File: src/hw/rtl/ftc_pkg.sv
// ----------------------------------------------------------------------------
// ftc_pkg: shared definitions for the float tolerance compare block
// Register indexes, binary64 constants, pipeline sideband types and the
// small helper functions used by the arithmetic stages.
// ----------------------------------------------------------------------------
package ftc_pkg;

  localparam logic [1:0] CFG_REL_TOL = 2'd0;
  localparam logic [1:0] CFG_ABS_TOL = 2'd1;
  localparam logic [1:0] CFG_NAN_EQ  = 2'd2;

  localparam logic [63:0] F64_QNAN = 64'h7FF8_0000_0000_0000;
  localparam logic [10:0] EXP_MAX  = 11'h7FF;

  // Per-item flags that travel beside the arithmetic pipeline.
  typedef struct packed {
    logic func;
    logic lnan;
    logic rnan;
  } ftc_side_t;

  // Special-case flags of the multiplier.
  typedef struct packed {
    logic nan;
    logic inf;
    logic zero;
    logic sign;
  } ftc_mflag_t;

  function automatic logic f64_is_nan(input logic [63:0] x);
    return (x[62:52] == EXP_MAX) && (x[51:0] != 52'd0);
  endfunction

  // IEEE less-or-equal on two binary64 values; unordered gives false.
  function automatic logic f64_le(input logic [63:0] x, input logic [63:0] y);
    logic res;
    if (f64_is_nan(x) || f64_is_nan(y)) begin
      res = 1'b0;
    end else if ((x[62:0] == 63'd0) && (y[62:0] == 63'd0)) begin
      res = 1'b1;
    end else if (x[63] != y[63]) begin
      res = x[63];
    end else if (!x[63]) begin
      res = x[62:0] <= y[62:0];
    end else begin
      res = x[62:0] >= y[62:0];
    end
    return res;
  endfunction

  // Leading zero count of a 106-bit word; an all-zero word gives 106.
  function automatic logic [6:0] lzc106(input logic [105:0] v);
    logic [6:0] n;
    n = 7'd106;
    for (int i = 0; i < 106; i++) begin
      if (v[i]) begin
        n = 7'(105 - i);
      end
    end
    return n;
  endfunction

endpackage

File: src/hw/rtl/ftc_sub.sv
// ----------------------------------------------------------------------------
// ftc_sub: pipelined binary64 absolute difference
// Five register stages: unpack/swap, align, add, normalize, round. The
// output is |a - b| rounded to nearest even.
// ----------------------------------------------------------------------------
module ftc_sub import ftc_pkg::*; (
  input  logic        clk,
  input  logic        en,
  input  logic [63:0] a,
  input  logic [63:0] b,
  output logic [63:0] d
);

  // Stage 1 registers
  logic [52:0] s1_mb, s1_ms;
  logic [10:0] s1_eb, s1_diff;
  logic        s1_sub, s1_nan, s1_inf;
  // Stage 2 registers
  logic [55:0] s2_big, s2_sml;
  logic [10:0] s2_eb;
  logic        s2_sub, s2_nan, s2_inf;
  // Stage 3 registers
  logic [56:0] s3_sum;
  logic [10:0] s3_eb;
  logic        s3_nan, s3_inf;
  // Stage 4 registers
  logic [55:0] s4_n;
  logic [11:0] s4_e;
  logic        s4_nan, s4_inf;

  logic [62:0]  ua, ub, ubig, usml;
  logic [10:0]  eb_raw, es_raw, eb1, es1;
  logic [5:0]   dsat;
  logic [111:0] t;
  logic [55:0]  aligned;
  logic [6:0]   lz, lim, sh;
  logic [55:0]  n4;
  logic [11:0]  e4;
  logic [53:0]  m2;
  logic [52:0]  mant_f;
  logic [11:0]  e_f;
  logic         up;
  logic [63:0]  d_next;

  always_comb begin
    ua     = a[62:0];
    ub     = b[62:0];
    ubig   = (ua >= ub) ? ua : ub;
    usml   = (ua >= ub) ? ub : ua;
    eb_raw = ubig[62:52];
    es_raw = usml[62:52];
    eb1    = (eb_raw == 11'd0) ? 11'd1 : eb_raw;
    es1    = (es_raw == 11'd0) ? 11'd1 : es_raw;
  end

  // Alignment: bits shifted past the guard positions fold into a sticky bit.
  always_comb begin
    dsat    = (s1_diff > 11'd57) ? 6'd57 : s1_diff[5:0];
    t       = {s1_ms, 3'b000, 56'd0} >> dsat;
    aligned = {t[111:57], t[56] | (|t[55:0])};
  end

  // Normalize; left shifts stop at the minimum exponent (subnormal result).
  always_comb begin
    lz  = lzc106({s3_sum[55:0], 50'd0});
    lim = (s3_eb - 11'd1 > 11'd127) ? 7'd127 : 7'(s3_eb - 11'd1);
    sh  = (lz > lim) ? lim : lz;
    if (s3_sum[56]) begin
      n4 = {s3_sum[56:2], s3_sum[1] | s3_sum[0]};
      e4 = {1'b0, s3_eb} + 12'd1;
    end else begin
      n4 = s3_sum[55:0] << sh;
      e4 = {1'b0, s3_eb} - 12'(sh);
    end
  end

  always_comb begin
    up = s4_n[2] & (s4_n[1] | s4_n[0] | s4_n[3]);
    m2 = {1'b0, s4_n[55:3]} + 54'(up);
    if (m2[53]) begin
      mant_f = m2[53:1];
      e_f    = s4_e + 12'd1;
    end else begin
      mant_f = m2[52:0];
      e_f    = s4_e;
    end
    if (s4_nan) begin
      d_next = F64_QNAN;
    end else if (s4_inf || e_f >= 12'd2047) begin
      d_next = {1'b0, EXP_MAX, 52'd0};
    end else begin
      d_next = {1'b0, mant_f[52] ? e_f[10:0] : 11'd0, mant_f[51:0]};
    end
  end

  always_ff @(posedge clk) begin
    if (en) begin
      s1_mb   <= {eb_raw != 11'd0, ubig[51:0]};
      s1_ms   <= {es_raw != 11'd0, usml[51:0]};
      s1_eb   <= eb1;
      s1_diff <= eb1 - es1;
      s1_sub  <= a[63] == b[63];
      s1_inf  <= eb_raw == EXP_MAX;
      s1_nan  <= (eb_raw == EXP_MAX) && (es_raw == EXP_MAX) && (a[63] == b[63]);

      s2_big  <= {s1_mb, 3'b000};
      s2_sml  <= aligned;
      s2_eb   <= s1_eb;
      s2_sub  <= s1_sub;
      s2_nan  <= s1_nan;
      s2_inf  <= s1_inf;

      s3_sum  <= s2_sub ? ({1'b0, s2_big} - {1'b0, s2_sml})
                        : ({1'b0, s2_big} + {1'b0, s2_sml});
      s3_eb   <= s2_eb;
      s3_nan  <= s2_nan;
      s3_inf  <= s2_inf;

      s4_n    <= n4;
      s4_e    <= e4;
      s4_nan  <= s3_nan;
      s4_inf  <= s3_inf;

      d       <= d_next;
    end
  end

endmodule

File: config.mk
export PLATFORM = sky130hd
export DESIGN_NAME = ftc_sub
export DESIGN_NICKNAME = d
export VERILOG_FILES = /design/src/hw/rtl/ftc_pkg.sv /design/src/hw/rtl/ftc_sub.sv
export SDC_FILE = /design/constraint.sdc
export NUM_CORES = 1
export LEC_CHECK = 0
export ABC_AREA = 0
export BUFFER_PORTS_ARGS = -buffer_cell sky130_fd_sc_hd__buf_2
export CORE_ASPECT_RATIO = 1.25
export CORE_MARGIN = 4
export CORE_UTILIZATION = 55
export DETAILED_ROUTE_END_ITERATION = 10
export PLACE_DENSITY = 0.83
export SETUP_SLACK_MARGIN = 0.3
export SLEW_MARGIN = 15
export SYNTH_ARGS = -nofsm -noshare
export SYNTH_HDL_FRONTEND = slang
export SYNTH_SLANG_ARGS = --single-unit
File: constraint.sdc
create_clock -name clk -period 19.2 [get_ports clk]
set_clock_uncertainty 0.2 [all_clocks]
set_input_delay 3.84 -clock clk [delete_from_list [all_inputs] [get_ports clk]]
set_output_delay 3.84 -clock clk [all_outputs]
set_load 0.05 [all_outputs]
==> results.cfg <==
[run_status]
status = completed

[floorplan]
die_height_um = 291
die_w_um = 234
dieArea_mm2 = 0.0682
rows = 103
fp.coreArea_mm2 = 0.0633
ios = 194
initial_core_util_pct = 55.7

[logic_synthesis]
ys_seq_area_share_pct = 39.0
synth.net_count = 4137
async_reset_ff_share_pct = 0
synth_warnings = 0
synth_cell_type_count = 105
syn_area_per_cell_um2 = 9.27
ys_seq_elements = 457
syn_inst = 3801
synth-main-ff-cell = edfxtp_1
syn_area_mm2 = 0.0352
synth-edff-count = 457

[critical_path]
r2r_slack_ps = 10980
start_kind = input port
r2r_cells = 27
r2r-start = s3_sum[39]
r2r-end = s4_e[11]
crit_arrival_ps = 9650
worstPathMaxFanout = 66
required_ps = 19340
cp-end-kind = flip-flop
crit_type = input port to flip-flop

[clock_tree]
post_cts_resized = 0
cts_max_level = 2
cts-buffers-inserted = 46
clk_pin_slew_ps = 60
cts_hold_buffers = 0
cts_tree = yes
clock-root-buffer = clkbuf_16
clock-sinks = 457
clockBufferDepth = 3
worstSkewPairLatency_ps = 620
post_cts_buffers = 0

[routing]
drt-initial-drc-count = 3006
dr.pass1.iters = 7
vias = 30345
routedWlPerCell_um = 22.7
wl_um = 107000
vias_per_cell = 6.40
drcViolationCount = 0
final_antenna_net_count = 0

[power_and_ir_drop]
power_w = 0.00353
peakVddDrop_v = 0.0000764
p_leak_nw = 15.0
cellPowerDensity_mw_per_mm2 = 92.3

[layout]
nets = 4195
final_common_cell = edfxtp_1
fin_util_pct = 60.5
area_growth_pct = 8.59
layout_common_cells = edfxtp_1 (457), nand2_1 (358), nor2_1 (327)
drive_above_1_share_pct = 11.9
fillCellCount = 5313
final_area_mm2 = 0.0383

[worst_hold_path]
holdCritPathClass = flip-flop to flip-flop
hold_path_end = s2_eb[0]
min-delay-start = s1_eb[0]
holdPathStages = 0

[place]
port_buffers = 192
place_congestion = 1.05
placed_cell_area_mm2 = 0.0367
hpwl_um = 81700
place_ws_ps = 9120

[timing]
setup_violations = 0
final.setup.tns_ps = 0
period_share_pct = 49.5
slew_headroom_pct = 23.7
rsz0062_at_grt = no
tightestPinTransition_ps = 1140
max_freq_mhz = 105
period_minus_slack_ps = 9500
maxSlewViolCount = 0
fin_ws_ps = 9700
finalHoldViolCount = 0

[global_routing]
antenna_found_initial = 2
grt_pass1_vias = 28702
grt_max_degree = 104
grt_usage_pct = 30.5
grt_first_pass_wirelength_um = 162000
gr-total-overflow = 0

[job]
drv_cap = 0
==> sequential cells by signal (all words and copies together) (netlist names) <==
register and flops:
d 63, s1_diff 11, s1_eb 11, s1_inf 1, s1_mb 53, s1_ms 53
s1_nan 1, s1_sub 1, s2_big 53, s2_eb 11, s2_inf 1, s2_nan 1
s2_sml 56, s2_sub 1, s3_eb 11, s3_inf 1, s3_nan 1, s3_sum 57
s4_e 12, s4_inf 1, s4_n 56, s4_nan 1
==> layer usage <==
layer | GRT usage, % | vias to the layer above | share of wire (%)
met3 | 3.77 | 452 | 6.7
met2 | 52.6 | 1499 | 49
met5 | 0 | - | 0
li1 | - | 14279 | -
met1 | 34.9 | 14115 | 36
met4 | 21.2 | 0 | 8.9
==> synth_stat cells (16+ instances only) <==
cell / number / area share, %
clkbuf_1: 149 / 1.6
o21bai_1: 21 / 0.45
buf_1: 18 / 0.19
nand4_1: 47 / 0.83
a21o_1: 62 / 1.3
or4_1: 16 / 0.34
a31oi_1: 40 / 0.71
nand2b_1: 33 / 0.59
and3_1: 32 / 0.57
nor2_1: 330 / 3.5
a221oi_1: 26 / 0.65
o31ai_1: 28 / 0.60
o22ai_1: 20 / 0.36
a211oi_1: 45 / 0.96
mux2_2: 84 / 2.7
inv_1: 218 / 2.3
a21oi_1: 274 / 3.9
edfxtp_1: 457 / 39
nand3_1: 93 / 1.3
or3_1: 22 / 0.39
mux2i_1: 227 / 6.5
ha_1: 203 / 7.2
xor2_1: 60 / 1.5
and2_1: 43 / 0.76
buf_2: 44 / 0.63
a22oi_1: 29 / 0.62
nor4_1: 49 / 0.87
nor2b_1: 32 / 0.57
nor3_1: 89 / 1.3
xnor2_1: 75 / 1.9
nand2_1: 358 / 3.8
o211ai_1: 37 / 0.79
o21a_1: 20 / 0.43
o221ai_1: 20 / 0.50
o21ai_0: 235 / 3.3
==> how the worst max path moves through the flow <==
| stage | start | to | slack, ps | cells after the start |
|---|---|---|---|---|
| 4_1_cts | b[30] | s1_diff[10] | 9740 | 27 |
| 6_report | b[9] | s1_diff[10] | 9700 | 28 |
| 5_1_grt | b[9] | s1_diff[10] | 9310 | 28 |
| 3_5_place_dp | b[30] | s1_diff[10] | 9120 | 27 |
| 2_1_floorplan | b[8] | s1_diff[9] | 10270 | 28 |
| 3_3_place_gp | b[9] | s1_diff[10] | 9250 | 28 |
==> cell families after synthesis <==
kind of cell | count (synthesis) | synth area share (%)
AOI/OAI and AO/OA | 1025 | 19.0
other | 1 | 0.0106
muxes | 322 | 9.76
buffers and inverters | 452 | 5.27
xor gates and xnor gates | 135 | 3.36
adders and majority gates | 206 | 7.38
DFF | 457 | 39.0
and+or+nand+nor | 1203 | 16.3
==> worst max-delay path, cell delays in order <==
cell and delay (ps):
buf_2 90, inv_1 40, ha_1 300, nand4_1 90, nor2_1 140, nand2_1 80, or4_1 700, o221ai_1 220
a211oi_1 130, nand3_1 160, a211o_4 420, buf_4 620, mux2_2 440, a211o_1 300, and2_1 150, ha_1 220
fa_1 410, nor2b_1 120, o21ai_0 90, nand2b_1 100, and2_1 150, o21ai_0 80, nand2b_1 110, a21o_1 130
a21o_1 140, a21o_1 120, a21oi_1 70, xnor2_1 120
==> cell type report <==
cell class	instances	area (um2)	share of cell area, %
sequential	457	13700	35.9
antenna	3	7.51	0.0196
timing repair buffer	240	1330	3.48
clock buffer	51	1170	3.06
tap	840	1050	2.75
clock inverter	35	424	1.11
inverter	222	833	2.18
multi-input combinational	2892	19700	51.5
==> stage by stage <==
step                      hold slack, ps  instances
final                                200       4740
after global placement               202       4651
after CTS                            190       4737
after detailed placement             205       4651
after global routing                 211       4738
after floorplan                      200       3801
==> power by group <==
part / total (W) / internal, W / leakage (nW) / switching [W]
combinational: 0.00118 / 0.000427 / 9.70 / 0.000754
sequential: 0.00141 / 0.00127 / 4.53 / 0.000144
clock: 0.000938 / 0.000542 / 0.775 / 0.000396
No activity file was read; power rests on OpenSTA's default activity.
